[config.mk]
export PLATFORM = sky130hd
export DESIGN_NAME = kiss_random_generator
export DESIGN_NICKNAME = d
export VERILOG_FILES = /design/src/sv/krg_pkg.sv /design/src/sv/kiss_random_generator.sv /design/src/sv/krg_front.sv /design/src/sv/krg_queue.sv /design/src/sv/krg_back.sv
export SDC_FILE = /design/constraint.sdc
export NUM_CORES = 2
export LEC_CHECK = 0
export BUFFER_PORTS_ARGS = -buffer_cell sky130_fd_sc_hd__buf_2
export CORE_MARGIN = 2
export CORE_UTILIZATION = 60
export DETAILED_ROUTE_END_ITERATION = 8
export HOLD_SLACK_MARGIN = 0.1
export PLACE_DENSITY = 0.81
export SKIP_CTS_REPAIR_TIMING = 1
export SLEW_MARGIN = 40
export SYNTH_ARGS = -nofsm -noshare
export SYNTH_HDL_FRONTEND = slang
export SYNTH_SLANG_ARGS = --single-unit
[constraint.sdc]
create_clock -name i_clk -period 18.5 [get_ports i_clk]
set_input_delay 1.85 -clock i_clk [delete_from_list [all_inputs] [get_ports i_clk]]
set_output_delay 1.85 -clock i_clk [all_outputs]
set_load 0.05 [all_outputs]
[src/sv/krg_pkg.sv]
// Shared types, codes and generator step functions for the KISS random generator.
`timescale 1ns / 1ps

package krg_pkg;

    // Field widths
    localparam int WORD_BITS   = 64;
    localparam int VAL_BITS    = 32;
    localparam int SPAN_BITS   = VAL_BITS + 1;
    localparam int REQ_BITS    = 2;
    localparam int IN_DATA_W   = 2 * VAL_BITS;
    localparam int OUT_DATA_W  = WORD_BITS + VAL_BITS;
    localparam int DIV_CNT_W   = $clog2(WORD_BITS);

    // Request codes
    localparam logic [REQ_BITS-1:0] REQ_RAW   = 2'd0;
    localparam logic [REQ_BITS-1:0] REQ_RANGE = 2'd1;
    localparam logic [REQ_BITS-1:0] REQ_DICE  = 2'd2;

    // Generator constants
    localparam logic [WORD_BITS-1:0] LCG_MULT  = 64'd69069;
    localparam logic [WORD_BITS-1:0] LCG_INC   = 64'd1;
    localparam int                   XS_SHL_A  = 13;
    localparam int                   XS_SHR    = 17;
    localparam int                   XS_SHL_B  = 5;
    localparam int                   CARRY_SHR = 30;
    localparam logic [WORD_BITS-1:0] RESET_SEED = 64'd1;

    // Job queue
    localparam int QUEUE_DEPTH = 2;
    localparam int QUEUE_AW    = $clog2(QUEUE_DEPTH);
    localparam int QUEUE_CW    = $clog2(QUEUE_DEPTH + 1);

    // Generator state
    typedef struct packed {
        logic [WORD_BITS-1:0] lcg;
        logic [WORD_BITS-1:0] xs;
        logic [WORD_BITS-1:0] lag;
        logic [WORD_BITS-1:0] sum;
        logic [WORD_BITS-1:0] carry;
    } t_gen_state;

    // Classified request handed from front to back
    typedef struct packed {
        logic                 bad;
        logic                 raw_only;
        logic [SPAN_BITS-1:0] span;
        logic [VAL_BITS-1:0]  offset;
    } t_job;

    // Seed load: zero acts as one
    function automatic t_gen_state krg_load(input logic [WORD_BITS-1:0] seed);
        t_gen_state           st;
        logic [WORD_BITS-1:0] s;
        s        = (seed == '0) ? RESET_SEED : seed;
        st.lcg   = s | 64'd1;
        st.xs    = s | 64'd2;
        st.lag   = s | 64'd4;
        st.sum   = s | 64'd8;
        st.carry = '0;
        return st;
    endfunction

    // One generator step
    function automatic t_gen_state krg_draw(input t_gen_state cur);
        t_gen_state           nx;
        logic [WORD_BITS-1:0] x;
        logic [WORD_BITS-1:0] partial;
        x        = cur.xs;
        x        = x ^ (x << XS_SHL_A);
        x        = x ^ (x >> XS_SHR);
        x        = x ^ (x << XS_SHL_B);
        partial  = (cur.lag >> 2) + (cur.sum >> 3) + (cur.carry >> 2);
        nx.lcg   = cur.lcg * LCG_MULT + LCG_INC;
        nx.xs    = x;
        nx.sum   = cur.sum + cur.sum + cur.lag + cur.carry;
        nx.lag   = cur.sum;
        nx.carry = partial >> CARRY_SHR;
        return nx;
    endfunction

    // Output word of the state left by a step
    function automatic logic [WORD_BITS-1:0] krg_word(input t_gen_state st);
        return st.lcg + st.xs + st.sum;
    endfunction

endpackage

[src/sv/kiss_random_generator.sv]
// Top level of the 64-bit KISS random generator.
//
// Usage:
//   Requests enter on the s_axis channel: tuser carries the request type
//   (raw word, signed range draw, dice draw), tdata carries range_low and
//   range_high. Each request yields exactly one result transaction on the
//   m_axis channel: tdata holds the raw word and the ranged value, tuser
//   flags a rejected request (which leaves the generator state untouched).
//   The seed register is written with i_cfg_wr_en / i_cfg_wr_data while no
//   request is outstanding; the write loads the state and discards a draw.
// Processing:
//   Range and dice results pass through a 64-step radix-2 remainder loop;
//   raw draws and rejected requests skip it. The back end works on one
//   request at a time, so it takes a new job from the queue only after
//   the last result has gone into the result register.
// Reset and stalls:
//   Reset loads seed 1 plus one discarded draw and empties the job queue.
//   A stalled receiver holds the result register; up to two more requests
//   are queued before s_axis tready drops.
`timescale 1ns / 1ps

module kiss_random_generator (
    input  logic                             i_clk,
    input  logic                             i_rst_n,
    input  logic                             i_cfg_wr_en,
    input  logic [krg_pkg::WORD_BITS-1:0]    i_cfg_wr_data,
    input  logic                             i_s_axis_tvalid,
    output logic                             o_s_axis_tready,
    // [31:0] range_low, [63:32] range_high
    input  logic [krg_pkg::IN_DATA_W-1:0]    i_s_axis_tdata,
    // [1:0] req_type
    input  logic [krg_pkg::REQ_BITS-1:0]     i_s_axis_tuser,
    output logic                             o_m_axis_tvalid,
    input  logic                             i_m_axis_tready,
    // [63:0] raw_word, [95:64] ranged_value
    output logic [krg_pkg::OUT_DATA_W-1:0]   o_m_axis_tdata,
    // [0] bad_request
    output logic                             o_m_axis_tuser
);
    import krg_pkg::*;

    t_job w_wr_job;
    t_job w_rd_job;
    logic w_wr_en;
    logic w_full;
    logic w_rd_en;
    logic w_empty;

    krg_front u_front (
        .i_clk           (i_clk),
        .i_rst_n         (i_rst_n),
        .i_s_axis_tvalid (i_s_axis_tvalid),
        .o_s_axis_tready (o_s_axis_tready),
        .i_s_axis_tdata  (i_s_axis_tdata),
        .i_s_axis_tuser  (i_s_axis_tuser),
        .i_q_full        (w_full),
        .o_q_wr_en       (w_wr_en),
        .o_q_wr_job      (w_wr_job)
    );

    krg_queue u_queue (
        .i_clk    (i_clk),
        .i_rst_n  (i_rst_n),
        .i_wr_en  (w_wr_en),
        .i_wr_job (w_wr_job),
        .o_full   (w_full),
        .i_rd_en  (w_rd_en),
        .o_rd_job (w_rd_job),
        .o_empty  (w_empty)
    );

    krg_back u_back (
        .i_clk           (i_clk),
        .i_rst_n         (i_rst_n),
        .i_cfg_wr_en     (i_cfg_wr_en),
        .i_cfg_wr_data   (i_cfg_wr_data),
        .i_q_empty       (w_empty),
        .i_q_job         (w_rd_job),
        .o_q_rd_en       (w_rd_en),
        .o_m_axis_tvalid (o_m_axis_tvalid),
        .i_m_axis_tready (i_m_axis_tready),
        .o_m_axis_tdata  (o_m_axis_tdata),
        .o_m_axis_tuser  (o_m_axis_tuser)
    );

endmodule

[src/sv/krg_front.sv]
// Front end: takes request transactions and classifies them into jobs.
`timescale 1ns / 1ps

module krg_front (
    input  logic                             i_clk,
    input  logic                             i_rst_n,
    input  logic                             i_s_axis_tvalid,
    output logic                             o_s_axis_tready,
    input  logic [krg_pkg::IN_DATA_W-1:0]    i_s_axis_tdata,
    input  logic [krg_pkg::REQ_BITS-1:0]     i_s_axis_tuser,
    input  logic                             i_q_full,
    output logic                             o_q_wr_en,
    output krg_pkg::t_job                    o_q_wr_job
);
    import krg_pkg::*;

    logic [VAL_BITS-1:0]  w_lo;
    logic [VAL_BITS-1:0]  w_hi;
    logic [SPAN_BITS-1:0] w_range_span;
    t_job                 w_job;
    logic                 r_seen_reset;

    assign w_lo = i_s_axis_tdata[VAL_BITS-1:0];
    assign w_hi = i_s_axis_tdata[IN_DATA_W-1:VAL_BITS];

    // Exact span high - low + 1 in 33 bits
    assign w_range_span = {w_hi[VAL_BITS-1], w_hi} - {w_lo[VAL_BITS-1], w_lo}
                          + SPAN_BITS'(1);

    // Classify by request type
    always_comb begin
        w_job.bad      = 1'b0;
        w_job.raw_only = 1'b0;
        w_job.span     = '0;
        w_job.offset   = '0;
        case (i_s_axis_tuser)
            REQ_RAW: begin
                w_job.raw_only = 1'b1;
            end
            REQ_RANGE: begin
                w_job.bad    = ($signed(w_hi) <= $signed(w_lo));
                w_job.span   = w_range_span;
                w_job.offset = w_lo;
            end
            REQ_DICE: begin
                w_job.bad    = ($signed(w_hi) < $signed(32'sd1));
                w_job.span   = {1'b0, w_hi};
                w_job.offset = VAL_BITS'(1);
            end
            default: begin
                w_job.bad = 1'b1;
            end
        endcase
    end

    // Hold off intake during reset
    always_ff @(posedge i_clk) begin
        if (!i_rst_n) begin
            r_seen_reset <= 1'b0;
        end else begin
            r_seen_reset <= 1'b1;
        end
    end

    assign o_s_axis_tready = r_seen_reset && !i_q_full;
    assign o_q_wr_en       = i_s_axis_tvalid && o_s_axis_tready;
    assign o_q_wr_job      = w_job;

endmodule

[src/sv/krg_queue.sv]
// Two-entry job queue between the front end and the draw engine.
`timescale 1ns / 1ps

module krg_queue (
    input  logic          i_clk,
    input  logic          i_rst_n,
    input  logic          i_wr_en,
    input  krg_pkg::t_job i_wr_job,
    output logic          o_full,
    input  logic          i_rd_en,
    output krg_pkg::t_job o_rd_job,
    output logic          o_empty
);
    import krg_pkg::*;

    t_job                r_mem [QUEUE_DEPTH];
    logic [QUEUE_AW-1:0] r_wr_ptr;
    logic [QUEUE_AW-1:0] r_rd_ptr;
    logic [QUEUE_CW-1:0] r_count;
    logic                w_push;
    logic                w_pop;

    assign o_full   = (r_count == QUEUE_CW'(QUEUE_DEPTH));
    assign o_empty  = (r_count == '0);
    assign w_push   = i_wr_en && !o_full;
    assign w_pop    = i_rd_en && !o_empty;
    assign o_rd_job = r_mem[r_rd_ptr];

    // Entry storage
    always_ff @(posedge i_clk) begin
        if (w_push) begin
            r_mem[r_wr_ptr] <= i_wr_job;
        end
    end

    // Pointers and fill count
    always_ff @(posedge i_clk) begin
        if (!i_rst_n) begin
            r_wr_ptr <= '0;
            r_rd_ptr <= '0;
            r_count  <= '0;
        end else begin
            if (w_push) begin
                r_wr_ptr <= r_wr_ptr + QUEUE_AW'(1);
            end
            if (w_pop) begin
                r_rd_ptr <= r_rd_ptr + QUEUE_AW'(1);
            end
            case ({w_push, w_pop})
                2'b10:   r_count <= r_count + QUEUE_CW'(1);
                2'b01:   r_count <= r_count - QUEUE_CW'(1);
                default: r_count <= r_count;
            endcase
        end
    end

endmodule

[src/sv/krg_back.sv]
// Draw engine: generator state, seed load, radix-2 remainder and result register.
`timescale 1ns / 1ps

module krg_back (
    input  logic                              i_clk,
    input  logic                              i_rst_n,
    input  logic                              i_cfg_wr_en,
    input  logic [krg_pkg::WORD_BITS-1:0]     i_cfg_wr_data,
    input  logic                              i_q_empty,
    input  krg_pkg::t_job                     i_q_job,
    output logic                              o_q_rd_en,
    output logic                              o_m_axis_tvalid,
    input  logic                              i_m_axis_tready,
    output logic [krg_pkg::OUT_DATA_W-1:0]    o_m_axis_tdata,
    output logic                              o_m_axis_tuser
);
    import krg_pkg::*;

    typedef enum logic [3:0] {
        ST_IDLE = 4'b0001,
        ST_WORD = 4'b0010,
        ST_DIV  = 4'b0100,
        ST_FIN  = 4'b1000
    } t_state;

    t_state                r_state;
    t_state                n_state;
    t_gen_state            r_gen;
    t_gen_state            w_gen_base;
    t_gen_state            w_gen_next;
    t_gen_state            w_gen_reset;
    logic                  w_draw;
    t_job                  r_job;
    logic [WORD_BITS-1:0]  r_word;
    logic [WORD_BITS-1:0]  r_dividend;
    logic [SPAN_BITS-1:0]  r_rem;
    logic [DIV_CNT_W-1:0]  r_cnt;
    logic [SPAN_BITS:0]    w_trial;
    logic [SPAN_BITS:0]    w_trial_sub;
    logic                  w_out_free;
    logic                  r_out_valid;
    logic [WORD_BITS-1:0]  r_out_word;
    logic [VAL_BITS-1:0]   r_out_val;
    logic                  r_out_bad;

    // Control: pop a job when idle; a good job advances the generator
    assign o_q_rd_en  = r_state[0] && !i_q_empty;
    assign w_draw     = o_q_rd_en && !i_q_job.bad;
    assign w_out_free = !r_out_valid || i_m_axis_tready;

    always_comb begin
        n_state = r_state;
        case (r_state)
            ST_IDLE: begin
                if (o_q_rd_en) begin
                    n_state = i_q_job.bad ? ST_FIN : ST_WORD;
                end
            end
            ST_WORD: n_state = r_job.raw_only ? ST_FIN : ST_DIV;
            ST_DIV: begin
                if (r_cnt == '0) begin
                    n_state = ST_FIN;
                end
            end
            ST_FIN: begin
                if (w_out_free) begin
                    n_state = ST_IDLE;
                end
            end
            default: n_state = ST_IDLE;
        endcase
    end

    always_ff @(posedge i_clk) begin
        if (!i_rst_n) begin
            r_state <= ST_IDLE;
        end else begin
            r_state <= n_state;
        end
    end

    // Generator: one step unit shared by seed load and draws
    assign w_gen_reset = krg_draw(krg_load(RESET_SEED));
    assign w_gen_base  = i_cfg_wr_en ? krg_load(i_cfg_wr_data) : r_gen;
    assign w_gen_next  = krg_draw(w_gen_base);

    always_ff @(posedge i_clk) begin
        if (!i_rst_n) begin
            r_gen <= w_gen_reset;
        end else if (i_cfg_wr_en || w_draw) begin
            r_gen <= w_gen_next;
        end
    end

    // Restoring remainder step: one dividend bit per cycle
    assign w_trial     = {r_rem, r_dividend[WORD_BITS-1]};
    assign w_trial_sub = w_trial - {1'b0, r_job.span};

    always_ff @(posedge i_clk) begin
        if (o_q_rd_en) begin
            r_job <= i_q_job;
        end
        case (r_state)
            ST_WORD: begin
                r_word     <= krg_word(r_gen);
                r_dividend <= krg_word(r_gen);
                r_rem      <= '0;
                r_cnt      <= DIV_CNT_W'(WORD_BITS - 1);
            end
            ST_DIV: begin
                r_dividend <= r_dividend << 1;
                r_cnt      <= r_cnt - DIV_CNT_W'(1);
                if (!w_trial_sub[SPAN_BITS]) begin
                    r_rem <= w_trial_sub[SPAN_BITS-1:0];
                end else begin
                    r_rem <= w_trial[SPAN_BITS-1:0];
                end
            end
            default: begin
                r_rem <= r_rem;
            end
        endcase
    end

    // Result register
    always_ff @(posedge i_clk) begin
        if (!i_rst_n) begin
            r_out_valid <= 1'b0;
        end else if (r_state[3] && w_out_free) begin
            r_out_valid <= 1'b1;
        end else if (i_m_axis_tready) begin
            r_out_valid <= 1'b0;
        end
    end

    always_ff @(posedge i_clk) begin
        if (r_state[3] && w_out_free) begin
            r_out_bad <= r_job.bad;
            if (r_job.bad) begin
                r_out_word <= '0;
                r_out_val  <= '0;
            end else if (r_job.raw_only) begin
                r_out_word <= r_word;
                r_out_val  <= '0;
            end else begin
                r_out_word <= r_word;
                r_out_val  <= r_rem[VAL_BITS-1:0] + r_job.offset;
            end
        end
    end

    assign o_m_axis_tvalid = r_out_valid;
    assign o_m_axis_tdata  = {r_out_val, r_out_word};
    assign o_m_axis_tuser  = r_out_bad;

endmodule

==> impl_metrics.py <==
metrics = {
    "worst_setup_path": {
        "cpMaxStageDelayCell": "sky130_fd_sc_hd__a21boi_1",
        "critPathLaunchType": "primary input",
        "critPathRequiredTime_ns": 19.04,
        "reg2reg_from": "u_back.r_gen[266]",
        "reg2reg_depth": 25,
        "crit-reg2reg-capture": "u_back.r_gen[315]",
        "arrival_ns": 10.57,
        "cpPeakStageDelay_ns": 0.62,
        "r2r_setup_slack_ns": 10.54,
        "worst-path-max-fanout": 139,
        "critPathKind": "in -> reg",
        "crit_path_end_kind": "register",
    },
    "floorplanning": {
        "dieArea_um2": 118000,
        "dieWidth_um": 344,
        "die-height_um": 344,
        "initial_core_util_pct": 60.6,
        "placementRows": 124,
        "coreArea_um2": 115000,
        "ios": 234,
    },
    "synthesis": {
        "synth_edf_count": 465,
        "yosys.cell_count.top_type": "sky130_fd_sc_hd__inv_1",
        "synth.yosys.seq_area_share_pct": 28.8,
        "synth_top_family_by_area": "adder cells",
        "synth_fp_nets": 8908,
        "synth_compound_area_share_pct": 15.1,
        "yosys.area_share.adder_pct": 27.4,
        "async_reset_ff_share_pct": 0,
        "synth_area_leaders": "sky130_fd_sc_hd__edfxtp_1, sky130_fd_sc_hd__fa_1, sky130_fd_sc_hd__ha_1",
        "yosysUniqueCellTypes": 91,
        "synth_xor_area_share_pct": 7.02,
        "syn_area_per_cell_um2": 9.19,
        "yosys.area_share.simple_pct": 12.7,
        "ys_warn_count": 0,
        "synth.top_cells.by_count": "sky130_fd_sc_hd__inv_1, sky130_fd_sc_hd__ha_1, sky130_fd_sc_hd__nand2_1, sky130_fd_sc_hd__nor2_1, sky130_fd_sc_hd__fa_1",
        "postSynthRegisterBits": 766,
        "synth_ff_type": "sky130_fd_sc_hd__edfxtp_1",
        "yosys.area.top_type": "sky130_fd_sc_hd__edfxtp_1",
        "synth_area_um2": 69400,
        "post-synth-top-area-fraction_pct": 20.1,
        "synth.mux.area_fraction_pct": 1.88,
        "syn_inst": 7545,
    },
    "layout": {
        "utilization_pct": 65.4,
        "final_nets": 9042,
        "num-fill-cells": 9178,
        "share_of_cells_above_drive_strength_1_pct": 7.80,
        "multi_input_comb_area_um2": 44600,
        "final_design_area_no_fill_um2": 74900,
        "seq_area_um2": 20000,
        "syn2layout_area_growth_pct": 8.01,
    },
    "detailed_routing": {
        "drc": 0,
        "routed_wire_length_per_instance_um": 23.0,
        "met3WireLength_um": 28900,
        "route.layer.met1.wl_um": 91800,
        "vias_per_cell": 6.13,
        "drt_first_pass_iters": 7,
        "num_vias": 56800,
        "routed_wirelength_um": 213000,
        "highest_layer": "met5",
        "drt.antenna.violating_nets": 0,
        "met2_wirelength_um": 85700,
        "first_iter_violations": 6704,
    },
    "placement": {
        "placedInstanceArea_um2": 72200,
        "hpwl_dp_um": 171000,
        "routabilityCongestion": 1.05,
        "io_buffer_count": 233,
    },
    "sta": {
        "maxSlewViolCount": 0,
        "max_clock_freq_mhz": 99.7,
        "timing.final.hold_violations": 0,
        "tightest_slew_ns": 0.893,
        "clock-skew-final_ns": 0.0483,
        "setup-violations-final": 0,
        "layout_min_cycle_time_ns": 10.03,
        "rsz0062_at_grt": "no",
        "finalSetupTns_ns": 0,
        "final_min_period_over_clock_period_pct": 54.2,
        "timing.slew.headroom_pct": 39.8,
    },
    "flow_run": {
        "cap_viol_max_count": 0,
    },
    "clock_network": {
        "root_buffer": "sky130_fd_sc_hd__clkbuf_16",
        "worst_setup_hold_path_clk_slew_ns": 0.06,
        "worst_skew_pair.late_latency_ns": 0.69,
        "maximum_root_to_sink_buffer_count": 3,
        "tritoncts.num_buffers": 77,
        "tritoncts": "yes",
        "clkSinkCount": 766,
        "cts_max_level": 3,
    },
    "worst_hold_path": {
        "min_to": "u_back.r_gen[0]",
        "min_path_cells": 2,
        "hp-start": "u_back.r_gen[0]",
        "hold_path_class": "reg -> reg",
    },
    "grt": {
        "pin_count_of_the_biggest_net_entering_global_routing": 176,
        "grt_antenna_before_repair": 10,
        "wire_length_of_the_first_global_routing_pass_um": 319000,
        "vias_in_the_first_global_route": 53600,
        "overflow": 0,
        "gr-usage-all-layers_pct": 35.4,
    },
    "status": {
        "status": "finished, final reports clean",
    },
}
-- stage by stage --
step	worst slack (ns)	std cells	hold WS [ns]
after floorplan	8.81	7545	0.417
after global placement	8.08	9109	0.433
after detailed placement	8.03	9110	0.442
after CTS	8.70	9249	0.449
after global routing	8.16	9253	0.471
final	8.47	9258	0.449
-- per-layer routing --
| metal | vias to the layer above | GRT usage [%] |
|---|---|---|
| met2 | 3133 | 49.4 |
| met5 | - | 0 |
| met4 | 4 | 10.2 |
| met3 | 379 | 9.71 |
| met1 | 27200 | 53.3 |
| li1 | 26000 | - |
-- cell type report --
| cell class | count | area share, % |
|---|---|---|
| clock buffers | 95 | 2.70 |
| well taps | 1512 | 2.53 |
| inverters | 1031 | 5.17 |
| repair buffers | 324 | 2.60 |
| flip-flops and latches | 766 | 26.7 |
| clock inverters | 44 | 0.758 |
| multi-input cells | 5479 | 59.5 |
| diodes | 7 | 0.0234 |
-- layout by cell type (no fill, tap or decap), drive strengths merged, types with 14 or more instances in the layout --
cell type,count
nor2,553
o21ai,454
nand2,691
clkinv,26
dfxtp,301
edfxtp,465
nor3,88
nand3,100
a21oi,448
buf,323
and2,37
nand2b,36
o31ai,30
a211oi,165
nor2b,131
fa,484
mux2,81
o211ai,45
xor2,192
clkbuf,96
or3,39
o21a,52
a31oi,35
ha,744
o21bai,49
inv,1034
and3,38
mux2i,39
nor3b,14
or2,20
nand4,69
xnor2,364
and4,14
nor4,41
a21boi,25
a21o,181
-- cell families after synthesis --
| logic type | after synthesis |
|---|---|
| adder cells (fa/ha/maj) | 1228 |
| AO/OA/AOI/OAI | 1661 |
| XOR/XNOR | 556 |
| flip-flops | 766 |
| AND/OR/NAND/NOR | 1914 |
| buffers and inverters | 1300 |
| multiplexers | 120 |
-- flip-flops by register name, summed over array words and instances (netlist names), 2 cells and up, named ones only --
register / flops
u_back.r_out_word: 64
u_queue.r_count: 2
u_back.r_out_val: 32
u_back.r_dividend: 64
u_back.r_cnt: 6
u_back.r_gen: 290
u_back.r_state: 4
u_back.r_rem: 33
u_back.r_word: 64
u_back.r_job: 67
u_queue.r_mem: 134
-- worst max path at each step --
stage | start | endpoint
after CTS | i_cfg_wr_en | u_back.r_gen[315]
after detailed placement | i_cfg_wr_en | u_back.r_gen[315]
after global routing | i_cfg_wr_en | u_back.r_gen[316]
after global placement | i_cfg_wr_data[55] | u_back.r_gen[315]
after floorplan | u_back.r_state[3] | u_back.r_state[0]
final | i_cfg_wr_en | u_back.r_gen[315]
-- worst max-delay path, delay by kind of cell --
kind	cells	cell delay, ns
adders and majority gates	7	3.15
AOI/OAI and AO/OA	10	2.79
and+or+nand+nor	4	1.24
buffers and inverters	8	1.21
Power is left out: the tool's default activity adds up to more than one toggle a clock period on the data nets, which glitch-free logic cannot reach.
